$ cat src/rtl/lfir_pkg.sv
// Shared types and constants for the line FIR with border modes.
package lfir_pkg;

  localparam int SAMPLE_BITS  = 16;
  localparam int TAP_BITS     = 16;
  localparam int PROD_W       = SAMPLE_BITS + TAP_BITS;
  localparam int CFG_DATA_W   = 48;
  localparam int CFG_IDX_W    = 3;
  localparam int RADIUS_W     = 3;
  localparam int MODE_W       = 2;
  localparam int FRAC_BITS    = 14;
  localparam int ROUND_BIAS   = 1 << (FRAC_BITS - 1);
  localparam int SAMP_MAX     = (1 << (SAMPLE_BITS - 1)) - 1;
  localparam int SAMP_MIN     = -(1 << (SAMPLE_BITS - 1));
  localparam int TAPS_PER_REG = 3;
  localparam int NUM_TAP_REGS = 5;
  localparam logic [CFG_DATA_W-1:0] TAPS0_RESET = CFG_DATA_W'(16384);

  typedef enum logic [CFG_IDX_W-1:0] {
    REG_TAPS_0_2   = 3'd0,
    REG_TAPS_3_5   = 3'd1,
    REG_TAPS_6_8   = 3'd2,
    REG_TAPS_9_11  = 3'd3,
    REG_TAPS_12_14 = 3'd4,
    REG_RADIUS     = 3'd5,
    REG_MODE       = 3'd6,
    REG_BVAL       = 3'd7
  } cfg_reg_t;

  typedef enum logic [MODE_W-1:0] {
    MODE_ZERO  = 2'd0,
    MODE_CONST = 2'd1,
    MODE_EDGE  = 2'd2
  } border_mode_t;

  // Where a window cell's value comes from: the left border (outside the
  // line, before its start), a real sample, or the right border (flush).
  typedef enum logic [1:0] {
    TAG_LEFT  = 2'd0,
    TAG_REAL  = 2'd1,
    TAG_RIGHT = 2'd2
  } cell_tag_t;

  typedef struct packed {
    logic signed [SAMPLE_BITS-1:0] sample;
    logic                          last_in_line;
  } in_word_t;

  typedef struct packed {
    logic signed [SAMPLE_BITS-1:0] filtered;
    logic                          end_of_line;
    logic                          clipped;
  } out_word_t;

  typedef struct packed {
    logic signed [SAMPLE_BITS-1:0] sample;
    cell_tag_t                     tag;
  } cell_word_t;

  typedef struct packed {
    logic shift;
    logic restart;
  } cell_ctl_t;

  typedef struct packed {
    logic signed [SAMPLE_BITS-1:0] left;
    logic signed [SAMPLE_BITS-1:0] right;
  } border_t;

endpackage

$ cat src/rtl/lfir_fifo.sv
// Result queue that decouples the filter pipeline from the output stall.
module lfir_fifo #(
  parameter int DEPTH = 8
) (
  input  logic                clk,
  input  logic                rst_n,
  input  logic                wr_en,
  input  lfir_pkg::out_word_t wr_data,
  output logic                out_valid,
  input  logic                out_stall,
  output lfir_pkg::out_word_t out_data
);
  import lfir_pkg::*;

  localparam int PTR_W = $clog2(DEPTH);

  out_word_t          mem_r [DEPTH];
  logic [PTR_W-1:0]   wr_ptr_r;
  logic [PTR_W-1:0]   rd_ptr_r;
  logic [PTR_W:0]     count_r;
  logic               rd_en;

  assign out_valid = (count_r != '0);
  assign out_data  = mem_r[rd_ptr_r];
  assign rd_en     = out_valid && !out_stall;

  always_ff @(posedge clk) begin
    if (wr_en) begin
      mem_r[wr_ptr_r] <= wr_data;
    end
  end

  always_ff @(posedge clk) begin
    if (!rst_n) begin
      wr_ptr_r <= '0;
      rd_ptr_r <= '0;
      count_r  <= '0;
    end else begin
      if (wr_en) begin
        wr_ptr_r <= wr_ptr_r + PTR_W'(1);
      end
      if (rd_en) begin
        rd_ptr_r <= rd_ptr_r + PTR_W'(1);
      end
      case ({wr_en, rd_en})
        2'b10:   count_r <= count_r + (PTR_W + 1)'(1);
        2'b01:   count_r <= count_r - (PTR_W + 1)'(1);
        default: count_r <= count_r;
      endcase
    end
  end

endmodule

$ cat config.mk
export PLATFORM = sky130hd
export DESIGN_NAME = lfir_fifo
export DESIGN_NICKNAME = d
export VERILOG_FILES = /design/src/rtl/lfir_pkg.sv /design/src/rtl/lfir_fifo.sv
export SDC_FILE = /design/constraint.sdc
export NUM_CORES = 1
export LEC_CHECK = 0
export ABC_CLOCK_PERIOD_IN_PS = 2400
export BUFFER_PORTS_ARGS = -buffer_cell sky130_fd_sc_hd__buf_2
export CAP_MARGIN = 25
export CORE_ASPECT_RATIO = 0.7
export CORE_MARGIN = 1
export CORE_UTILIZATION = 54
export CTS_CLUSTER_DIAMETER = 80
export DETAILED_ROUTE_END_ITERATION = 8
export GPL_ROUTABILITY_DRIVEN = 1
export PLACE_DENSITY = 0.76
export SLEW_MARGIN = 40
export SYNTH_ARGS = -nofsm -noshare
export SYNTH_HDL_FRONTEND = slang
export SYNTH_SLANG_ARGS = --single-unit
$ cat constraint.sdc
create_clock -name clk -period 2.4 [get_ports clk]
set_input_delay 0.12 -clock clk [delete_from_list [all_inputs] [get_ports clk]]
set_output_delay 0.12 -clock clk [all_outputs]
set_load 0.05 [all_outputs]
Word level (Yosys, flattened, before mapping):

Memories as Yosys holds them, arrays and structs flattened. A register that Yosys moved wholly into a read port is not among the register bits.
Index checks and enable logic that the tools add are counted.

* input port bits: 22
* bits in latches: 0
* word-level logic and storage cells: 19
* register bits: 10
* memories kept: 1
* bits in writable memories: 144
* output and inout bits: 19
* memory bits (read-only): 0

* multiply operators: 0
* div/mod/pow operators: 0
* add/sub/neg operators: 4
* $lt $le $gt $ge: 0
* equality and inequality tests: 2
* muxes and demuxes: 5
* reduce and logical (&&, ||, !) cells: 4
* bitwise operators: 0
* shift-type cells: 0

Memories
* mem_r: depth 8, width 18, rd ports 1, clocked after memory_dff 1, write ports 1, RTL line lfir_fifo.sv:17 `out_word_t mem_r [DEPTH];`

Operators with widths (count)
* 4-bit case mux with 2 select lines: 1
* 3-bit by 1-bit adder with 3-bit output, second input constant: 2
* 3-bit two-way mux: 2
* 4-bit by 1-bit adder with 4-bit output, second input constant: 1
* 4-bit nonzero test: 1
* 4-bit by 1-bit subtractor with 4-bit output, second input constant: 1
* 2-bit by 1-bit equality test with 1-bit output, second input constant: 1
* 2-bit equality test, second input constant: 1
* 1-bit two-way mux: 2
* 2-bit nonzero test: 1
* 1-bit logical AND: 1
* 1-bit zero test: 1

Depth between registers and ports, before layout:

* word-level depth: 4
* gate-level depth with buffers: 9
* gate-level depth less buffers: 9

Least setup slack after synthesis:

No wires, ideal clock.

* kind: reg2reg
* start: register count_r[1]
* end: register count_r[2]
* stages on the path, launching flop included: 10
* path slack: 140 ps
* data arrival time: 2185 ps
* cells stage by stage: dfxtp_1 > nor4_1 > nor2_1 > ha_1 > xor2_1 > ha_1 > a21oi_1 > xor2_1 > or3_1 > a21boi_0

* word-level cells in the longest chain between the ends: 4

Ends and longest elaborated chain
* from (decl): RTL line lfir_fifo.sv:20 `logic [PTR_W:0] count_r;`
* from (signal assigned): RTL line lfir_fifo.sv:46 `2'b10: count_r <= count_r + (PTR_W + 1)'(1);`
* from (signal assigned): RTL line lfir_fifo.sv:47 `2'b01: count_r <= count_r - (PTR_W + 1)'(1);`
* from (signal assigned): RTL line lfir_fifo.sv:48 `default: count_r <= count_r;`
* parallel branches: the longest is 4 deep, another holds 4-bit by 1-bit subtractor with 4-bit output

Several ways; the timed one is not identified.
A chain may end at the register's enable or synchronous reset.

==> impl_metrics.json <==
{
  "status": "complete, no violations",
  "htree_num_levels": 4,
  "combPwrFrac": 0.248,
  "critPathCapture": "out_data[5]",
  "drt_iter0_drc": 224,
  "drv_slew": 0,
  "setup_viol": 0,
  "cp_num_cells": 4,
  "drive_gt1_frac": 0.307,
  "ys_seq_area_frac": 0.739,
  "synth_edf_count": 144,
  "cts_buffers": 17,
  "netlist_area_sq_um": 6200,
  "max-slew-margin-rel": 0.676,
  "routed_via_density": 5.56,
  "p_seq_frac": 0.423,
  "final_nets": 392,
  "skew_ns": 0.00688,
  "synth_top_area_frac": 0.697,
  "async_reset_ff_frac": 0,
  "core_area_sq_um": 11100,
  "syn_nets": 307,
  "antenna_found_initial": 0,
  "maxCapViolCount": 0,
  "r2r_cells": 9,
  "synthCells": 280,
  "endpoint_kind": "output port",
  "start_util": 0.559,
  "cts_tree": "built",
  "holdCritStartpoint": "rst_n",
  "syn_to_final_growth_pct": 20.1,
  "vias": 2950,
  "required_ns": 2.28,
  "clock-sinks": 157,
  "ctsRootBufferMaster": "clkbuf_16",
  "final_antenna_net_count": 0,
  "synth.distinct_cells": 29,
  "rsz0062_at_grt": "no",
  "detail_route.wl_per_cell_um": 20.3,
  "diodes": 0,
  "clock_path_buffers": 2,
  "hold_violations": 0,
  "final_cell_area_sq_um": 7450,
  "power_mw": 7.55,
  "overflow": 0,
  "grt_usage": 0.203,
  "rows": 32,
  "grt_pass1_wl_um": 16800,
  "p_per_area_nw_per_um2": 1010,
  "remaining_drc_errors": 0,
  "cp_cell_sequence": "buf_4 > mux4_1 > mux2_2 > buf_2",
  "synthTopCellsByCount": "edfxtp_1 (144), mux4_1 (36), mux2_2 (19), dfxtp_1 (13), nor2_1 (7)",
  "critPathArrivalTime_ns": 2.17,
  "crit_type": "reg2out",
  "grt_pass1_vias": 3132,
  "clk-insertion-delay-late_ns": 0.42,
  "min_path_type": "in2reg",
  "die_x_um": 130,
  "r2r_slack_ns": 0.25,
  "r2r-end": "count_r[2]",
  "netSwitchingPower_mw": 2.23,
  "io_buffers": 40,
  "dp_hpwl_um": 6370,
  "dieArea_sq_um": 11900,
  "synth.area.top_cells": "edfxtp_1 (70%), mux4_1 (15%), dfxtp_1 (4.2%)",
  "synth_largest_area_cell": "edfxtp_1",
  "fin_crit_sh": 0.955,
  "slowest_stage": "mux4_1",
  "r2r_start": "count_r[1]",
  "switching_share": 0.295,
  "cp_top_family": "multiplexers",
  "period_minus_slack_ns": 2.29,
  "yosysWarnings": 0,
  "crit_buf_inv": 2,
  "synth-seq-cells": 157,
  "p_clk_frac": 0.329,
  "tightest_slew_ns": 0.485,
  "io-pin-count": 41,
  "max_freq_mhz": 436,
  "gp_congestion": 0.757,
  "dr.pass1.iters": 5,
  "critPathLaunchType": "flip-flop",
  "syn_area_per_cell_sq_um": 22.1,
  "die_h_um": 91.7,
  "power.leakage_nw": 2.57,
  "grt_max_degree": 37,
  "path_clk_slew_ns": 0.06,
  "crit_path_max_fanout": 14,
  "yosys.cell_count.top_type": "edfxtp_1",
  "routed_wl_um": 10800,
  "slowest_delay_ns": 0.60,
  "ir_worst_vdd_v": 0.000624,
  "placed_cell_area_sq_um": 6690,
  "internal_power_mw": 5.32,
  "ys.flop_type": "edfxtp_1"
}
-- how the worst min path moves through the flow --
stage | endpoint | slack [ns] | depth (start not counted)
final | count_r[2] | 0.05 | 2
after CTS | count_r[2] | 0.04 | 2
after floorplan | mem_r[0][0] | 0.22 | 0
after global routing | flip-flop | 0.06 | 2
after global placement | mem_r[3][14] | 0.38 | 1
after detailed placement | mem_r[5][2] | 0.40 | 1
-- layout make-up --
cell class              instances  area (sq um)
clock buffers                  19           433
flip-flops and latches        157          4590
multi-input cells             109          1560
clock inverters                13           119
inverters                       2          7.51
well taps                     153           191
repair buffers                 78           547
fillers                       733          3640
-- placed cells by master (no fill, tap or decap), types with 4 or more instances in the layout --
cell           synthesis  layout
dlygate4sd3_1          0      18
nand2b_1               4       4
xor2_1                 5       5
clkbuf_16              0      17
nor2_1                 7       4
ha_1                   5       4
mux2_2                19      19
buf_4                  0      18
buf_2                  2      40
edfxtp_1             144     144
clkinv_4               0       4
mux4_1                36      36
nand2_1                6       6
and2_1                 6       6
dfxtp_1               13      12
-- layer usage --
layer  routed length, um  vias up  global-route usage
met1                4950     1507               0.273
met3                 405       20              0.0443
li1                    -     1356                   -
met2                5150       67               0.319
met4                 252        0              0.0979
met5                   0        -                   0
-- cells by family (layout without fill, tap and decap cells) --
group / Yosys count / after routing / synth area share
muxes: 58 / 58 / 0.192
and+or+nand+nor: 32 / 32 / 0.0270
buffers and inverters: 14 / 112 / 0.0141
AOI/OAI and AO/OA: 7 / 7 / 0.00767
xor gates and xnor gates: 7 / 7 / 0.00989
adders and majority gates: 5 / 5 / 0.0101
DFF: 157 / 157 / 0.739
-- stage by stage --
| step | hold WS (ns) | setup TNS [ns] | setup slack (ns) | std cells | utilization |
|---|---|---|---|---|---|
| finish | 0.0511 | 0 | 0.107 | 531 | 0.671 |
| global route | 0.0577 | 0 | 0.0640 | 531 | 0.671 |
| CTS | 0.0430 | 0 | 0.00572 | 531 | 0.670 |
| detailed placement | 0.400 | -0.0179 | -0.0179 | 481 | 0.603 |
| global placement | 0.381 | 0 | 0.158 | 481 | 0.603 |
| floorplan | 0.219 | 0 | 0.140 | 280 | - |
-- state kept, by name, summed over array words and instances (netlist names), named ones only --
name      cells
mem_r       144
rd_ptr_r      3
wr_ptr_r      3
count_r       4
-- worst register-to-register path, cell delays in order, from the launching register on --
cell and delay [ns]:
dfxtp_1 0.38, nor4_4 0.34, nor2_2 0.10, ha_2 0.22
xor2_1 0.15, ha_1 0.18, a21oi_1 0.15, xor2_1 0.10
or3_1 0.30, a21boi_0 0.16
-- timing repair --
action                                  CTS  global route
cloned                                    0             0
hold buffers                             18             0
buffers inserted                          0             0
resized for setup                         1             4
pin swaps                                 0             0
endpoints found under the setup margin    1             7
hold endpoints to repair                144             0
-- power groups by stage --
stage / clock network, mW / logic (mW) / registers (mW)
after floorplan: 0 / 1.48 / 3.22
after global placement: 0 / 1.80 / 3.23
after detailed placement: 0 / 1.84 / 3.24
after CTS: 2.53 / 1.87 / 3.18
after global routing: 2.62 / 2.01 / 3.21
final: 2.48 / 1.87 / 3.19
(Power assumes the default switching activity.)
