===== config.mk =====
export PLATFORM = sky130hd
export DESIGN_NAME = lfir_sum
export DESIGN_NICKNAME = d
export VERILOG_FILES = /design/src/rtl/lfir_pkg.sv /design/src/rtl/lfir_sum.sv
export SDC_FILE = /design/constraint.sdc
export NUM_CORES = 1
export LEC_CHECK = 0
export ABC_AREA = 1
export BUFFER_PORTS_ARGS = -buffer_cell sky130_fd_sc_hd__buf_2
export CAP_MARGIN = 20
export CORE_MARGIN = 8
export CORE_UTILIZATION = 55
export CTS_CLUSTER_DIAMETER = 80
export DETAILED_ROUTE_END_ITERATION = 10
export GPL_ROUTABILITY_DRIVEN = 1
export HOLD_SLACK_MARGIN = 0.02
export PLACE_DENSITY = 0.76
export SETUP_SLACK_MARGIN = 0.02
export SLEW_MARGIN = 5
export SYNTH_ARGS = -nofsm -noshare
export SYNTH_HDL_FRONTEND = slang
export SYNTH_SLANG_ARGS = --single-unit

===== constraint.sdc =====
create_clock -name clk -period 5.4 [get_ports clk]
set_input_delay 0.27 -clock clk [delete_from_list [all_inputs] [get_ports clk]]
set_output_delay 0.27 -clock clk [all_outputs]
set_load 0.05 [all_outputs]

===== src/rtl/lfir_pkg.sv =====
// Shared types and constants for the line FIR with border modes.
package lfir_pkg;

  localparam int SAMPLE_BITS  = 16;
  localparam int TAP_BITS     = 16;
  localparam int PROD_W       = SAMPLE_BITS + TAP_BITS;
  localparam int CFG_DATA_W   = 48;
  localparam int CFG_IDX_W    = 3;
  localparam int RADIUS_W     = 3;
  localparam int MODE_W       = 2;
  localparam int FRAC_BITS    = 14;
  localparam int ROUND_BIAS   = 1 << (FRAC_BITS - 1);
  localparam int SAMP_MAX     = (1 << (SAMPLE_BITS - 1)) - 1;
  localparam int SAMP_MIN     = -(1 << (SAMPLE_BITS - 1));
  localparam int TAPS_PER_REG = 3;
  localparam int NUM_TAP_REGS = 5;
  localparam logic [CFG_DATA_W-1:0] TAPS0_RESET = CFG_DATA_W'(16384);

  typedef enum logic [CFG_IDX_W-1:0] {
    REG_TAPS_0_2   = 3'd0,
    REG_TAPS_3_5   = 3'd1,
    REG_TAPS_6_8   = 3'd2,
    REG_TAPS_9_11  = 3'd3,
    REG_TAPS_12_14 = 3'd4,
    REG_RADIUS     = 3'd5,
    REG_MODE       = 3'd6,
    REG_BVAL       = 3'd7
  } cfg_reg_t;

  typedef enum logic [MODE_W-1:0] {
    MODE_ZERO  = 2'd0,
    MODE_CONST = 2'd1,
    MODE_EDGE  = 2'd2
  } border_mode_t;

  // Where a window cell's value comes from: the left border (outside the
  // line, before its start), a real sample, or the right border (flush).
  typedef enum logic [1:0] {
    TAG_LEFT  = 2'd0,
    TAG_REAL  = 2'd1,
    TAG_RIGHT = 2'd2
  } cell_tag_t;

  typedef struct packed {
    logic signed [SAMPLE_BITS-1:0] sample;
    logic                          last_in_line;
  } in_word_t;

  typedef struct packed {
    logic signed [SAMPLE_BITS-1:0] filtered;
    logic                          end_of_line;
    logic                          clipped;
  } out_word_t;

  typedef struct packed {
    logic signed [SAMPLE_BITS-1:0] sample;
    cell_tag_t                     tag;
  } cell_word_t;

  typedef struct packed {
    logic shift;
    logic restart;
  } cell_ctl_t;

  typedef struct packed {
    logic signed [SAMPLE_BITS-1:0] left;
    logic signed [SAMPLE_BITS-1:0] right;
  } border_t;

endpackage


===== src/rtl/lfir_sum.sv =====
// Registered adder tree that sums the cell products; every tree level is registered.
module lfir_sum #(
  parameter int N_IN  = 15,
  parameter int IN_W  = 32,
  parameter int OUT_W = 36
) (
  input  logic                    clk,
  input  logic signed [IN_W-1:0]  prod [N_IN],
  output logic signed [OUT_W-1:0] sum
);
  import lfir_pkg::*;

  localparam int LEVELS = $clog2(N_IN);
  localparam int LEAVES = 1 << LEVELS;

  // Heap order: node 1 is the root, leaves sit at LEAVES .. 2*LEAVES-1.
  logic signed [OUT_W-1:0] node [1:2*LEAVES-1];

  for (genvar i = 0; i < LEAVES; i++) begin : g_leaf
    if (i < N_IN) begin : g_used
      assign node[LEAVES + i] = OUT_W'(prod[i]);
    end else begin : g_pad
      assign node[LEAVES + i] = '0;
    end
  end

  for (genvar n = 1; n < LEAVES; n++) begin : g_node
    always_ff @(posedge clk) begin
      node[n] <= node[2*n] + node[2*n + 1];
    end
  end

  assign sum = node[1];

endmodule


# Word-level counts from Yosys, hierarchy flattened
# Cells that the tools add are included.
# W data, S select, Z words.
# totals
out_inout_bits,36
regBits,515
word_cells,29
inputBits,481
# classes
n_addsub,14
# op_table
cell,count
$add A32 B32 Y33,7
$add A36 B36 Y36,3
$add A33 B33 Y34,3
$add A33 B32 Y34,1

# Longest topological paths before layout
# Gate-level depths: netlist of the first run.
# logic_depth
ltp_word,1
ltp_mapped,14
mapped_depth_nobuf,14

# Least setup slack after synthesis of the first run
# OpenSTA, ideal clock, no wires.
# synth_timing
kind,register to register
startpoint,register node[792] in the netlist's numbering
endpoint,register node[998] in the netlist's numbering
setup_time_ns,0.112
path_buffers,0
arrival_ns,1.635
setup_slack_ns,3.653
path_stages_with_launch,14
required_ns,5.288
period_less_slack_ns,1.747
path_cell_list,dfxtp_1 ha_1 inv_1 fa_1 inv_1 nand3_1 nand2_1 nand3_1 nand2_2 nand2_1 nand2_1 nand2_1 nand3_1 nand2_1
# synth_via
elab_chain_len,1
# synth_lines
item,line,text
start: declaration,lfir_sum.sv:17,logic signed [OUT_W-1:0] node [1:2*LEAVES-1];
start signal: indexed assignment,lfir_sum.sv:29,node[n] <= node[2*n] + node[2*n + 1];
$add A33 B33 Y34,lfir_sum.sv:29,
# Every way passes these cells.

# Final worst setup path of the first run
# layout_timing
startpoint,register node[684] in the netlist's numbering
endpoint,register node[916] in the netlist's numbering
# The elaborated chain is that of the path after synthesis.

==> impl_results.md, run 1 <==
- Initial antenna violation count: 4
- Die Y: 294 µm
- Initial Utilization: 55.2%
- Register area share after synthesis: 23.9%
- Synth Register Bits: 507
- Maximum vdd drop: 0.297 mV
- RSZ-0062 raised after global routing: false
- Post-synth EDFFs: 0
- Worst slew margin relative to its limit: 69.3%
- GR peak layer: met2
- Mapped Nets: 7940
- H-Tree Level Count: 2
- Crit path max fanout: 4
- Drt first-iter violations: 3682
- Worst Hold Class: input pin to flip-flop
- F_max: 0.458 GHz
- Met3 GRT Util: 4.01%
- Cts bufs inserted: 56
- Pwr dens: 511 nW/µm²
- Port bufs: 516
- Die area: 86500 µm²
- Avg Synthesized Cell Area: 6.09 µm²
- Post-synth top cells: 2379 x nand2_1, 1128 x inv_1, 736 x nor2_1
- Largest cells by area after synthesis: dfxtp_1 24%, nand2_1 21%, ha_1 14%
- Crit. End Element: flip-flop
- Max-cap viol count: 0
- Die Span X: 294 µm
- Core area: 77000 µm²
- Syn Inst Count: 6986
- Worst-path clk slew: 60 ps
- DRC Markers: 0
- Post-CTS setup buffers: 0
- Fin crit period: 2190 ps
- Ant diodes: 0
- Crit share post-route: 40.5%
- ANT nets after route: 0
- Mapped Area: 42500 µm²
- Setup CP Type: flip-flop to flip-flop
- Clk Latency, worst-skew pair: 640 ps
- WP data arrival: 2690 ps
- Vias in the first global route: 42600
- Synth cell types: 28
- # hold bufs at CTS: 58
- DR WL/cell: 16.4 µm
- Status: finished clean
- DP Wirelength: 122000 µm
- Number of fill cells: 7517
- Clk_skew: 24.6 ps
- Pwr Total: 0.0249 W
- Share of layout cells above drive strength 1: 10.1%
- GP Congestion: 0.998
- Vias: 45300
- Area growth syn-to-layout: 14.5%
- Clock Tree Buf Depth: 3
- CTS Sinks: 507
- WP data required: 5900 ps
- Final Hold Viols: 0
- First-pass GRT wire length: 222000 µm
- Final nets: 8534
- FP Rows: 102
- Crit path launch type: flip-flop
- Met1 usage: 44.4%
- Ys async rst share: 0%
- Pins over their slew limit: 0
- Largest net degree at the start of global routing: 16
- Main flop type after synthesis: dfxtp_1
- Total gr overflow: 0
- GRT Overall Usage: 31.6%
- Io pins: 517
- Root cell of the clock tree: clkbuf_16
- Synth Warn #: 0
- Setup_tns: 0 ps
- Cts repair resizes: 0
- Leakage Power: 27.7 nW
- Count leader, synth: nand2_1
- Yosys top cell area share: 23.9%
- Area leader, netlist: dfxtp_1
- CTS tree: done
- Final setup fails: 0
- Drt pass-1 iters: 6
- Wirelength, routed: 142000 µm
- Met2 Usage GRT: 51.1%
- Vias per inst: 5.23
- Slew @ Worst Pin: 460 ps
kinds of logic after synthesis:
family / share of synthesized area (%)
buffers and inverters: 10.6
adders and majority gates: 14.2
and+or+nand+nor: 36.3
DFF: 23.9
xor gates and xnor gates: 4.61
AOI/OAI and AO/OA: 10.5
registers in the layout, summed over array words and instances, names as in the netlist:
register,count
node,471
sum,36
stage by stage:
step	std cells	setup WS [ps]	instance area (µm²)	hold WS, ps	utilization [%]
2_1_floorplan	6986	3650	42500	298	-
3_3_place_gp	8504	3340	46100	374	59.9
3_5_place_dp	8504	3280	46100	374	59.9
4_1_cts	8668	3250	48700	20.9	63.2
5_1_grt	8668	3140	48700	41.3	63.2
6_report	8668	3210	48700	46.4	63.2
critical path: stages (launching register included):
cell and delay (ps):
dfxtp_1 320, ha_1 220, inv_1 90, fa_1 410
inv_1 100, nand3_1 90, nand2_2 140, nand2_1 70
nand2_2 100, nand2_1 80, nand2_2 110, xor2_1 330
cell type report:
cell class	count	area [µm²]	area share, %
Multi-Input combinational cell	5313	27900	57.2
Tap cell	1040	1300	2.67
Inverter	1128	4230	8.70
Clock inverter	39	460	0.946
Clock buffer	67	1510	3.11
Timing Repair Buffer	574	3160	6.50
Sequential cell	507	10100	20.9
metal layers:
layer | up-vias | part of all wire [%]
li1 | 23200 | -
met1 | 20300 | 46
met2 | 1591 | 44
met3 | 206 | 7.8
met4 | 4 | 2.2
met5 | - | 0.015
report_power, final:
part / internal, W / switching (W)
combinational: 0.00476 / 0.0100
clock: 0.00233 / 0.00171
sequential: 0.00520 / 0.000839
worst paths after layout:
kind	from	to	slack (ps)	cells past startpoint
max	node[684]$_DFF_P_	node[916]$_DFF_P_	3210	11
min	prod[80]	node[628]$_DFF_P_	50	3
max reg2reg	node[684]$_DFF_P_	node[916]$_DFF_P_	3210	11
min reg2reg	node[756]$_DFF_P_	node[936]$_DFF_P_	440	1
placed cells by master (no fill, tap or decap), types with 216 or more instances in the layout:
master   synthesis  routed
o21ai_0        252     252
dfxtp_1        507     507
nor2_1         736     736
ha_1           459     459
nand2_1       2379    2379
inv_1         1128    1128
buf_2            1     516
xor2_1         216     216
a21oi_1        478     478
nand3_1        307     307
Power figures use the tool's default switching activity.
==> run 2: changes to the inputs <==
- PLACE_DENSITY: 0.76 -> 0.79
- clock period: 5.4 -> 1.79 ns (I/O delays scaled with it)
==> impl_results.md, run 2 (synthesized netlist as in run 1, its figures left out) <==
- Die area: 86500 µm² (unchanged)
- Crit path max fanout: 3 (-1)
- Critical path launch point: node[649]$_DFF_P_
- Worst slew margin relative to its limit: 53.4% (-16 points)
- DR WL/cell: 18.2 µm (+11%)
- GP Congestion: 1.01 (+0.89%)
- Vias per inst: 5.49 (+5.0%)
- Wirelength, routed: 172000 µm (+21%)
- First-pass GRT wire length: 247000 µm (+11%)
- GRT Overall Usage: 35.0% (+3.4 points)
- Number of fill cells: 5671 (-25%)
- Vias: 51800 (+14%)
- RSZ-0062 raised after global routing: true
- Core area: 77000 µm² (unchanged)
- Initial antenna violation count: 9 (+5)
- Die Span X: 294 µm (unchanged)
- Violated checks: negative setup slack
- Largest register FFs: 471 (unchanged)
- Pre-CTS setup slack: -215 ps (-3500 ps)
- Pwr dens: 1570 nW/µm² (+210%)
- Fin crit period: 2110 ps (-70.7 ps)
- Total gr overflow: 0 (unchanged)
- Io pins: 517 (unchanged)
- Largest net degree at the start of global routing: 15 (-1)
- Final nets: 9300 (+9.0%)
- Final worst slack: -324 ps (-3540 ps)
- Status: finished with violations
- Final setup fails: 43 (+43)
- H-Tree Level Count: 2 (unchanged)
- Cts bufs inserted: 54 (-3.6%)
- Initial Utilization: 55.2% (unchanged)
- Cells on Worst Hold Path: 5 (+2)
- DP Wirelength: 125000 µm (+2.4%)
- Clk_skew: 24.9 ps (+0.300 ps)
- Leading cell type in the layout, fill and taps excluded: nand2_1
- Vias in the first global route: 48400 (+14%)
- WP data required: 2330 ps (-3570 ps)
- Setup CP Type: flip-flop to flip-flop
- Crit. End Element: flip-flop
- Drt pass-1 iters: 9 (+3)
- Slew @ Worst Pin: 696 ps (+237 ps)
- Final Hold Viols: 0 (unchanged)
- Largest register by flop count: node
- Reg2reg end: node[930]$_DFF_P_
- Clk Latency, worst-skew pair: 620 ps (-20 ps)
- Port bufs: 516 (unchanged)
- Max-cap viol count: 0 (unchanged)
- CTS tree: done
- CTS Sinks: 507 (unchanged)
- Pins over their slew limit: 0 (unchanged)
- Share of layout cells above drive strength 1: 25.1% (+15 points)
- ANT nets after route: 0 (unchanged)
- WP data arrival: 2650 ps (-40 ps)
- R2R Setup Slk: -320 ps (-3540 ps)
- Worst Hold Class: input pin to flip-flop
- Die Y: 294 µm (unchanged)
- Crit path launch type: flip-flop
- Crit share post-route: 118% (+78 points)
- Area growth syn-to-layout: 41.5%
- F_max: 0.473 GHz (+3.3%)
- Worst-path clk slew: 70 ps (about the same)
- FP Rows: 102 (unchanged)
- Clock Tree Buf Depth: 3 (unchanged)
- Drt first-iter violations: 5098 (+38%)
- Highest-count cells in the layout ignoring fill and taps: 2107 x nand2_1, 1105 x inv_1, 628 x nor2_1, 516 x buf_2, 438 x dlygate4sd3_1
- Leakage Power: 31.7 nW (+15%)
- Hold Crit Endpoint: node[846]$_DFF_P_
- Hold Crit Start: prod[434]
- Root cell of the clock tree: clkbuf_16
- R2r worst-path depth: 13 (+2)
- Maximum vdd drop: 1.03 mV (+250%)
- Pwr Total: 0.0944 W (+280%)
- DRC Markers: 0 (unchanged)
- Worst r2r src: node[649]$_DFF_P_
[run 2: worst max path at each step]
stage	endpoint	slack [ps]	cells past startpoint
finish	node[930]$_DFF_P_	-320	13
global route	node[930]$_DFF_P_	-360	13
CTS	node[930]$_DFF_P_	-60	13
detailed placement	node[930]$_DFF_P_	-220	13
global placement	node[925]$_DFF_P_	-230	10
floorplan	node[998]$_DFF_P_	40	13
[run 2: area by class of cell]
class / instances / area (µm²) / share of cell area, %
multi-input cells: 5313 / 32600 / 54.2
flip-flops and latches: 507 / 10300 / 17.1
repair buffers: 1342 / 9940 / 16.5
inverters: 1128 / 4230 / 7.04
clock buffers: 66 / 1490 / 2.47
well taps: 1040 / 1300 / 2.16
clock inverters: 34 / 303 / 0.503
diodes: 11 / 27.5 / 0.0458
[run 2: metal layers]
| metal | up-vias | global-route usage, % | wire length, µm |
|---|---|---|---|
| met1 | 23400 | 45.9 | 69200 |
| met2 | 2914 | 58.1 | 77600 |
| met4 | 4 | 13.4 | 9340 |
| met3 | 755 | 4.62 | 15700 |
| met5 | - | 0 | 21 |
| li1 | 24700 | - | - |
[run 2: repair_timing]
item	in CTS	in global routing
pin swaps	50	198
gates resized for setup	211	965
hold buffers	438	1
setup endpoints to repair	103	240
hold endpoints to repair	239	1
buffers inserted	15	36
[run 2: critical path: stages, from the launching register on]
cell,delay (ps)
dfxtp_1,360
inv_1,150
fa_2,470
inv_2,110
nand3_2,70
nand2_2,130
nand3_2,80
nand2_2,110
nand2_2,90
nand2_4,90
nand2_2,50
nand2_1,70
nand2_1,90
nand2_2,160
[run 2: power by group]
group | internal (W) | switching, W
Combinational | 0.0255 | 0.0381
Sequential | 0.0159 | 0.00349
Clock | 0.00639 | 0.00502
[run 2: stage by stage]
stage	cell area, µm²	TNS [ps]	utilization, %	cells	hold WS, ps
2_1_floorplan	42500	0	-	6986	117
3_3_place_gp	48700	-2900	63.2	8843	194
3_5_place_dp	48700	-4790	63.2	8843	194
4_1_cts	55700	-212	72.3	9396	21.3
5_1_grt	60100	-8660	78.1	9435	42.3
6_report	60200	-3760	78.2	9441	22.7
