[src/rtl/lfir_pkg.sv]
// Shared types and constants for the line FIR with border modes.
package lfir_pkg;

  localparam int SAMPLE_BITS  = 16;
  localparam int TAP_BITS     = 16;
  localparam int PROD_W       = SAMPLE_BITS + TAP_BITS;
  localparam int CFG_DATA_W   = 48;
  localparam int CFG_IDX_W    = 3;
  localparam int RADIUS_W     = 3;
  localparam int MODE_W       = 2;
  localparam int FRAC_BITS    = 14;
  localparam int ROUND_BIAS   = 1 << (FRAC_BITS - 1);
  localparam int SAMP_MAX     = (1 << (SAMPLE_BITS - 1)) - 1;
  localparam int SAMP_MIN     = -(1 << (SAMPLE_BITS - 1));
  localparam int TAPS_PER_REG = 3;
  localparam int NUM_TAP_REGS = 5;
  localparam logic [CFG_DATA_W-1:0] TAPS0_RESET = CFG_DATA_W'(16384);

  typedef enum logic [CFG_IDX_W-1:0] {
    REG_TAPS_0_2   = 3'd0,
    REG_TAPS_3_5   = 3'd1,
    REG_TAPS_6_8   = 3'd2,
    REG_TAPS_9_11  = 3'd3,
    REG_TAPS_12_14 = 3'd4,
    REG_RADIUS     = 3'd5,
    REG_MODE       = 3'd6,
    REG_BVAL       = 3'd7
  } cfg_reg_t;

  typedef enum logic [MODE_W-1:0] {
    MODE_ZERO  = 2'd0,
    MODE_CONST = 2'd1,
    MODE_EDGE  = 2'd2
  } border_mode_t;

  // Where a window cell's value comes from: the left border (outside the
  // line, before its start), a real sample, or the right border (flush).
  typedef enum logic [1:0] {
    TAG_LEFT  = 2'd0,
    TAG_REAL  = 2'd1,
    TAG_RIGHT = 2'd2
  } cell_tag_t;

  typedef struct packed {
    logic signed [SAMPLE_BITS-1:0] sample;
    logic                          last_in_line;
  } in_word_t;

  typedef struct packed {
    logic signed [SAMPLE_BITS-1:0] filtered;
    logic                          end_of_line;
    logic                          clipped;
  } out_word_t;

  typedef struct packed {
    logic signed [SAMPLE_BITS-1:0] sample;
    cell_tag_t                     tag;
  } cell_word_t;

  typedef struct packed {
    logic shift;
    logic restart;
  } cell_ctl_t;

  typedef struct packed {
    logic signed [SAMPLE_BITS-1:0] left;
    logic signed [SAMPLE_BITS-1:0] right;
  } border_t;

endpackage

[src/rtl/lfir_cell.sv]
// One window cell: holds a sample and its tag, and forms its tap product.
module lfir_cell (
  input  logic                                clk,
  input  logic                                rst_n,
  input  lfir_pkg::cell_ctl_t                 ctl,
  input  lfir_pkg::cell_word_t                word_in,
  output lfir_pkg::cell_word_t                word_out,
  input  lfir_pkg::border_t                   border,
  input  logic signed [lfir_pkg::TAP_BITS-1:0] tap,
  input  logic                                tap_en,
  output logic signed [lfir_pkg::PROD_W-1:0]  prod
);
  import lfir_pkg::*;

  logic signed [SAMPLE_BITS-1:0] sample_r;
  cell_tag_t                     tag_r;
  logic signed [SAMPLE_BITS-1:0] operand;
  logic signed [PROD_W-1:0]      prod_r;

  always_ff @(posedge clk) begin
    if (!rst_n) begin
      tag_r <= TAG_LEFT;
    end else if (ctl.shift) begin
      tag_r <= ctl.restart ? TAG_LEFT : word_in.tag;
    end
  end

  always_ff @(posedge clk) begin
    if (ctl.shift) begin
      sample_r <= word_in.sample;
    end
  end

  always_comb begin
    case (tag_r)
      TAG_REAL:  operand = sample_r;
      TAG_LEFT:  operand = border.left;
      TAG_RIGHT: operand = border.right;
      default:   operand = '0;
    endcase
  end

  // The multiply stands alone so that both factors stay signed.
  always_ff @(posedge clk) begin
    if (tap_en) begin
      prod_r <= operand * tap;
    end else begin
      prod_r <= '0;
    end
  end

  assign word_out.sample = sample_r;
  assign word_out.tag    = tag_r;
  assign prod            = prod_r;

endmodule

[config.mk]
export PLATFORM = sky130hd
export DESIGN_NAME = lfir_cell
export DESIGN_NICKNAME = d
export VERILOG_FILES = /design/src/rtl/lfir_pkg.sv /design/src/rtl/lfir_cell.sv
export SDC_FILE = /design/constraint.sdc
export NUM_CORES = 1
export LEC_CHECK = 0
export BUFFER_PORTS_ARGS = -buffer_cell sky130_fd_sc_hd__buf_2
export CAP_MARGIN = 5
export CORE_ASPECT_RATIO = 0.75
export CORE_MARGIN = 4
export CORE_UTILIZATION = 65
export DETAILED_ROUTE_END_ITERATION = 8
export PLACE_DENSITY = 0.92
export SETUP_SLACK_MARGIN = 0.3
export SLEW_MARGIN = 10
export SYNTH_ARGS = -nofsm -noshare
export SYNTH_HDL_FRONTEND = slang
export SYNTH_SLANG_ARGS = --single-unit
[constraint.sdc]
create_clock -name clk -period 21.9 [get_ports clk]
set_input_delay 3.285 -clock clk [delete_from_list [all_inputs] [get_ports clk]]
set_output_delay 3.285 -clock clk [all_outputs]
set_load 0.01 [all_outputs]
; ---- After elaboration in Yosys (flattened, before gate mapping)
; Index checks and enable logic that the tools add are counted.
[word_totals]
wordCells = 9
n_memories = 0
mem_bits_rw = 0
inputBits = 71
mem_bits_ro = 0
latchBits = 0
ff_bits = 50
[classes]
addsub = 0
reduce_logical = 1
n_shift = 0
bitwise = 0
multipliers = 1
n_mux = 2
div_mod_pow = 0
n_lt_le_gt_ge = 0
eq_ne = 2
[ops]
columns = cell, n
row1 = $pmux W16 S3, 1
row2 = $mul A16 B16 Y32, 1
row3 = $eq A2 B1 Y1 const B, 1
row4 = $eq A2 B2 Y1 const B, 1
row5 = $logic_not A2 Y1, 1
row6 = $mux W2, 1

; ---- Depth between registers and ports, before layout
; Gate-level depths: netlist of the first run.
[logic_depth]
ltp_word = 3
depth_mapped = 29
depth_no_buf = 24

; ---- Worst setup path before layout of the first run
; No wires, ideal clock.
[synth_path]
path_kind = input to register
from = input border[31] (netlist name)
to = register prod_r[30], in the netlist prod[30]
setup_time_ps = 133
t_arrival_ps = 9053
cell_stages = 21
path_buffers = 2
required_ps = 21767
setup_slack_ps = 12713
cell_sequence = mux2i_1 -> o21ai_0 -> buf_2 -> nand2_1 -> fa_1 -> inv_1 -> fa_1 -> fa_1 -> fa_1 -> fa_1 -> inv_1 -> fa_1 -> inv_1 -> ha_1 -> clkbuf_1 -> nand2_1 -> o311ai_0 -> a211oi_1 -> o211ai_1 -> o31a_1 -> o211ai_1
[synth_via]
elab_chain_len = 2
[synth_rtl]
columns = element, line
row1 = from (decl), lfir_cell.sv:8  ; input lfir_pkg::border_t border,
row2 = $pmux W16 S3, lfir_cell.sv:35  ; case (tag_r)
row3 = $mul A16 B16 Y32, lfir_cell.sv:46  ; prod_r <= operand * tap;
row4 = to (signal assigned), lfir_cell.sv:46
row5 = to (decl), lfir_cell.sv:18  ; logic signed [PROD_W-1:0] prod_r;
; Every way passes these cells.
; A chain may end at the register's enable or synchronous reset.

; ---- Worst setup path after layout of the first run
[layout_path]
from = input border[31] (netlist name)
to = register prod_r[27], in the netlist prod[27]
; The elaborated chain is that of the path after synthesis.

==> results of run 1 <==
cells in the final DEF (no fill, tap or decap), types with 3 or more instances in the layout:
cell type | synthesis | layout
or2_2 | 3 | 3
edfxtp_1 | 16 | 16
o21a_1 | 6 | 6
fa_1 | 262 | 262
inv_1 | 318 | 318
and2_1 | 129 | 129
and3_1 | 5 | 5
o211ai_1 | 4 | 4
a21oi_1 | 23 | 23
nand2_1 | 159 | 159
nor3_1 | 14 | 14
nand3_1 | 6 | 6
nand2b_1 | 12 | 12
o21ai_0 | 34 | 32
nor2_1 | 29 | 29
mux2i_1 | 22 | 22
buf_2 | 3 | 120
nand4_1 | 6 | 6
a211oi_1 | 8 | 8
a31oi_1 | 5 | 5
xor2_1 | 4 | 4
buf_4 | 0 | 18
dfxtp_1 | 34 | 34
o21bai_1 | 3 | 3
nor4_1 | 4 | 4
clkbuf_16 | 0 | 5
xnor2_1 | 16 | 16
nor2b_1 | 4 | 4
ha_1 | 82 | 82
a21o_1 | 7 | 7
flip-flops by register name (all words and copies together) (netlist names):
signal    flops
prod         32
sample_r     16
tag_r         2
worst max-delay path: cells and delay by family:
family	cells	cell delay [ns]
buffers and inverters	6	0.65
multiplexers	1	0.05
adder cells (fa/ha/maj)	7	3.81
AND/OR/NAND/NOR	3	0.44
AO/OA/AOI/OAI	5	1.45
path summary, 6_finish.rpt:
path              cells past startpoint  slack, ns                   from               endpoint
setup / recovery                     22      12.39             border[31]    prod[27]$_SDFF_PN0_
hold / removal                        2       0.80  tag_r[1]$_SDFFE_PN0P_  tag_r[1]$_SDFFE_PN0P_
setup reg to reg                     22      14.19  tag_r[0]$_SDFFE_PN0P_    prod[30]$_SDFF_PN0_
hold reg to reg                       2       0.80  tag_r[1]$_SDFFE_PN0P_  tag_r[1]$_SDFFE_PN0P_
kinds of logic after synthesis:
| kind of cell | Yosys count | share of synthesized area |
|---|---|---|
| xor+xnor | 20 | 0.0147 |
| mux | 22 | 0.0185 |
| fa+ha+maj | 344 | 0.527 |
| flops | 50 | 0.0977 |
| simple gates | 378 | 0.159 |
| compound gates | 117 | 0.0671 |
| buf+inv | 365 | 0.116 |
through the flow:
step	utilization	setup WS, ns	cells	hold slack [ns]	area (um2)
2_1_floorplan	-	12.71	1296	0.744	11900
3_3_place_gp	0.716	12.45	1629	0.735	12700
3_5_place_dp	0.716	12.19	1629	0.762	12700
4_1_cts	0.725	12.51	1637	0.782	12900
5_1_grt	0.725	12.08	1637	0.878	12900
6_report	0.725	12.39	1637	0.801	12900
layout make-up:
| class | count | area, um2 |
|---|---|---|
| Tap cell | 242 | 303 |
| Timing Repair Buffer | 138 | 736 |
| Clock buffer | 5 | 125 |
| Sequential cell | 50 | 1160 |
| Clock inverter | 3 | 47.5 |
| Fill cell | 1159 | 4890 |
| Inverter | 318 | 1190 |
| Multi-Input combinational cell | 881 | 9360 |
routing by layer:
metal / global-route usage / share of wire / up-vias
met4: 0.117 / 0.045 / 0
li1: - / - / 4082
met1: 0.465 / 0.37 / 4682
met5: 0 / 0 / -
met3: 0.112 / 0.13 / 178
met2: 0.531 / 0.46 / 710
==> summary.md, run 1 <==
| Metric | Value |
|---|---|
| Worst-margin pin slew | `1.06 ns` |
| Clock slew at reported path FFs | `0.08 ns` |
| Final Skew | `0.00812 ns` |
| Routed Antenna Nets | `0` |
| Drt initial violations | `1192` |
| Most numerous cell in the Yosys netlist | `inv_1` |
| CP max stage cell | `fa_1` |
| Site Rows | `42` |
| Final setup fails | `0` |
| Syn Inst Count | `1296` |
| CP startpoint kind | `input port` |
| H-Tree Depth | `2` |
| YS warnings | `0` |
| Area fraction of the dominant cell type after synthesis | `0.441` |
| Resize count post-CTS | `0` |
| Final Hold Viols | `0` |
| DRC violations left | `0` |
| Largest area contributor in the netlist | `fa_1` |
| Top achievable clock speed | `105 MHz` |
| Post-CTS Setup Bufs | `0` |
| Cts bufs inserted | `5` |
| Fraction of layout cells with a size suffix above 1 | `0.113` |
| Status | `complete, no violations` |
| Placer congestion estimate | `1.01` |
| Layout Nets | `1809` |
| Synth unique cells | `56` |
| Worst relative slew slack | `0.295` |
| IO buf count | `120` |
| Worst-path maximum fanout | `16` |
| TritonRoute pass-1 iters | `6` |
| Largest net degree at the start of global routing | `28` |
| WL final | `33300 um` |
| Die Area | `20500 um2` |
| Vias in the first global route | `10578` |
| Synth Net Count | `1711` |
| Crit path DAT | `9.69 ns` |
| Clock Latency Late Sink | `0.31 ns` |
| MaxCap Viol Count | `0` |
| Most used flip-flop cell after synthesis | `dfxtp_1` |
| Top Ports | `121` |
| Setup TNS | `0 ns` |
| Commonest cells post-synth | `inv_1 (318), fa_1 (262), nand2_1 (159), and2_1 (129), ha_1 (82)` |
| Crit share post-route | `0.434` |
| Starting Density | `0.667` |
| CORE AREA | `17800 um2` |
| CTS max path bufs | `2` |
| All-Layer GR Usage | `0.344` |
| Hpwl dp | `26500 um` |
| Crit path largest cell delay | `0.80 ns` |
| Max Transition Viols Final | `0` |
| Die width | `164 um` |
| Final Critical Period | `9.51 ns` |
| Ant. Diodes | `0` |
| Cell mode on critical path | `fa_1` |
| CP Data Required Time | `22.09 ns` |
| Clk sinks | `50` |
| Critical setup path kind | `input port to flop` |
| Initial antenna violation count | `0` |
| Avg Cell Area, Syn | `9.17 um2` |
| FFs w/ async S/R, synth | `0` |
| CP Capture Type | `flop` |
| Remaining global-route overflow | `0` |
| Hold buffers post-CTS | `0` |
| CP Cell Sequence | `buf_2 -> mux2i_1 -> o21ai_0 -> buf_4 -> and2_1 -> inv_1 -> fa_1 -> inv_1 -> fa_1 -> fa_1 -> fa_1 -> fa_1 -> inv_1 -> fa_1 -> inv_1 -> ha_1 -> a211oi_1 -> nor2_1 -> o41ai_1 -> nor4_1 -> a311oi_1 -> o211ai_1` |
| TritonCTS clock tree | `built` |
| Global-route wire length before repair | `55400 um` |
| Top post-synthesis cells by area | `fa_1 (44%), inv_1 (10%), ha_1 (8.6%), and2_1 (6.8%), dfxtp_1 (5.7%)` |
| Vias | `9652` |
| Cell Area, Synth | `11900 um2` |
| Vias per cell | `5.90` |
| RSZ-0062 raised after global routing | `false` |
| #FFs+latches synth | `50` |
| Worst Hold Class | `flop to flop` |
| Die height | `125 um` |
| Post-synth EDFFs | `16` |
| Seq/Total Area, Yosys | `0.0977` |
| Clock root buffer | `clkbuf_16` |
| Area growth from synthesis to final layout | `8.67%` |
| Average wire per standard cell | `20.4 um` |
Power of run 1 is not shown: default switching activity piles up to over one toggle a cycle in this logic, so the estimate is an artifact.
==> inputs of run 2 (changes only) <==
--- a/config.mk
+++ b/config.mk
@@ -9,9 +9,9 @@
 export CAP_MARGIN = 5
 export CORE_ASPECT_RATIO = 0.75
 export CORE_MARGIN = 4
-export CORE_UTILIZATION = 65
+export CORE_UTILIZATION = 56
 export DETAILED_ROUTE_END_ITERATION = 8
-export PLACE_DENSITY = 0.92
+export PLACE_DENSITY = 0.84
 export SETUP_SLACK_MARGIN = 0.3
 export SLEW_MARGIN = 10
 export SYNTH_ARGS = -nofsm -noshare
==> constraint.sdc (replaced) <==
create_clock -name clk -period 8.25 [get_ports clk]
set_input_delay 1.2375 -clock clk [delete_from_list [all_inputs] [get_ports clk]]
set_output_delay 1.2375 -clock clk [all_outputs]
set_load 0.01 [all_outputs]
==> run 2 against run 1 <==
Clock skew shrank 0.0039 ns. Wire length shrank 12%. Global-route usage shrank 8.0 points. Via count shrank 6.5%. Cell count grew 2.6%. Utilization shrank 9.4 points. Worst setup slack lost 12 ns. Critical endpoint unchanged.
==> summary.md, run 2 (synthesized netlist as in run 1, its figures left out) <==
| Metric | Value |
|---|---|
| Top achievable clock speed | `135 MHz` |
| Final cell count without fillers | `1680 (+2.6%)` |
| Resize count post-CTS | `0 (unchanged)` |
| Status | `complete, no violations` |
| Fill cells | `1618 (+40%)` |
| Worst relative slew slack | `0.372 (+0.0770)` |
| Ant. Diodes | `0 (unchanged)` |
| Met3 WL | `3600 um (-17%)` |
| Cts bufs inserted | `5 (unchanged)` |
| Crit path DAT | `7.60 ns (-2.09 ns)` |
| Most common cell after layout, fill and taps aside | `inv_1` |
| Final Skew | `0.00420 ns (-0.00392 ns)` |
| IO buf count | `120 (unchanged)` |
| Hold buffers post-CTS | `0 (unchanged)` |
| Worst-path maximum fanout | `16 (unchanged)` |
| Fraction of layout cells with a size suffix above 1 | `0.115 (+0.00190)` |
| Worst Hold Class | `flop to flop` |
| Average wire per standard cell | `17.4 um (-14%)` |
| Setup TNS | `0 ns (unchanged)` |
| Final setup fails | `0 (unchanged)` |
| Die height | `134 um (+7.2%)` |
| CP startpoint kind | `input port` |
| RSZ-0062 raised after global routing | `false` |
| Drt initial violations | `855 (-28%)` |
| All-Layer GR Usage | `0.265 (-0.0796)` |
| TritonRoute pass-1 iters | `7 (+1)` |
| MaxCap Viol Count | `0 (unchanged)` |
| Design Area, Final | `13000 um2 (+0.36%)` |
| Vias in the first global route | `9783 (-7.5%)` |
| Placer congestion estimate | `0.958 (-5.5%)` |
| Largest net degree at the start of global routing | `28 (unchanged)` |
| Routed Antenna Nets | `0 (unchanged)` |
| Site Rows | `45 (+7.1%)` |
| CTS max path bufs | `2 (unchanged)` |
| M1 WL | `12800 um (+4.1%)` |
| Clock root buffer | `clkbuf_16` |
| Critical setup path kind | `input port to flop` |
| Area growth from synthesis to final layout | `9.06%` |
| Final Hold Viols | `0 (unchanged)` |
| Die width | `176 um (+7.4%)` |
| Area of the multi-input gates | `9360 um2 (unchanged)` |
| CORE AREA | `20600 um2 (+15%)` |
| Post-DP Area | `12800 um2 (+0.63%)` |
| Post-Place Cells | `1673 (+2.7%)` |
| Layout Nets | `1813 (+0.22%)` |
| Starting Density | `0.579 (-0.0889)` |
| Die Area | `23700 um2 (+15%)` |
| Final core utilization | `0.631 (-0.0943)` |
| Initial antenna violation count | `0 (unchanged)` |
| Crit share post-route | `0.899` |
| Global-route wire length before repair | `50000 um (-9.7%)` |
| Commonest cells after routing, fill and taps aside | `inv_1 (318), fa_1 (262), nand2_1 (159)` |
| Max Transition Viols Final | `0 (unchanged)` |
| Post-CTS Setup Bufs | `0 (unchanged)` |
| WL met2 | `12600 um (-17%)` |
| Clock Latency Late Sink | `0.31 ns (about the same)` |
| Vias | `9027 (-6.5%)` |
| Max FFs per register | `32 (unchanged)` |
| Vias per cell | `5.37 (-8.9%)` |
| WL final | `29300 um (-12%)` |
| Clk sinks | `50 (unchanged)` |
| CP Data Required Time | `8.43 ns (-13.66 ns)` |
| Max Used Layer | `met4` |
| CP Capture Type | `flop` |
| Register area | `1160 um2 (unchanged)` |
| DRC violations left | `0 (unchanged)` |
| Worst-margin pin slew | `0.935 ns (-0.120 ns)` |
| TritonCTS clock tree | `built` |
| Hpwl dp | `24500 um (-7.5%)` |
| Remaining global-route overflow | `0 (unchanged)` |
| Top Ports | `121 (unchanged)` |
| H-Tree Depth | `2 (unchanged)` |
| Clock slew at reported path FFs | `0.07 ns (about the same)` |
| Final Critical Period | `7.42 ns` |
run 2: cell types whose count changed in the layout (fill, tap and decap cells not counted), sizes merged:
cell,change
clkinv,+1
bufinv,-1
inv,-1
buf,+4
run 2: layout make-up:
cell class                 instances  area share
timing repair buffer             142      0.0591
tap                              282      0.0272
multi-input combinational        881       0.721
inverter                         318      0.0920
clock buffer                       5     0.00965
clock inverter                     2     0.00106
sequential                        50      0.0895
run 2: layer usage:
metal | vias to the layer above | GRT usage
met2 | 473 | 0.384
li1 | 4092 | -
met1 | 4422 | 0.387
met5 | - | 0
met3 | 40 | 0.0978
met4 | 0 | 0.0515
run 2: final timing paths:
check	start	end	slack, ns	depth (start not counted)
setup / recovery	border[31]	prod[27]$_SDFF_PN0_	0.83	22
hold / removal	tag_r[1]$_SDFFE_PN0P_	tag_r[1]$_SDFFE_PN0P_	0.69	3
setup reg to reg	tag_r[1]$_SDFFE_PN0P_	prod[27]$_SDFF_PN0_	1.02	23
hold reg to reg	tag_r[1]$_SDFFE_PN0P_	tag_r[1]$_SDFFE_PN0P_	0.69	3
run 2: worst max-delay path: stages:
cell and delay (ns):
buf_2 0.07, mux2i_1 0.05, o21ai_0 0.23, buf_4 0.26
and2_1 0.19, inv_1 0.06, fa_1 0.55, inv_1 0.13
fa_1 0.78, fa_1 0.53, fa_1 0.52, fa_1 0.52
inv_1 0.06, fa_1 0.47, inv_1 0.04, ha_1 0.41
a211oi_1 0.26, nor2_1 0.12, o41ai_1 0.58, nor4_1 0.11
a311oi_1 0.27, o211ai_1 0.13
run 2: stage by stage:
| step | worst slack, ns | hold WS, ns |
|---|---|---|
| global placement | 0.812 | 0.678 |
| detailed placement | 0.675 | 0.678 |
| finish | 0.831 | 0.694 |
| floorplan | 1.11 | 0.744 |
| global route | 0.341 | 0.741 |
| CTS | 0.870 | 0.692 |
Power of run 2 is left out for the same reason.
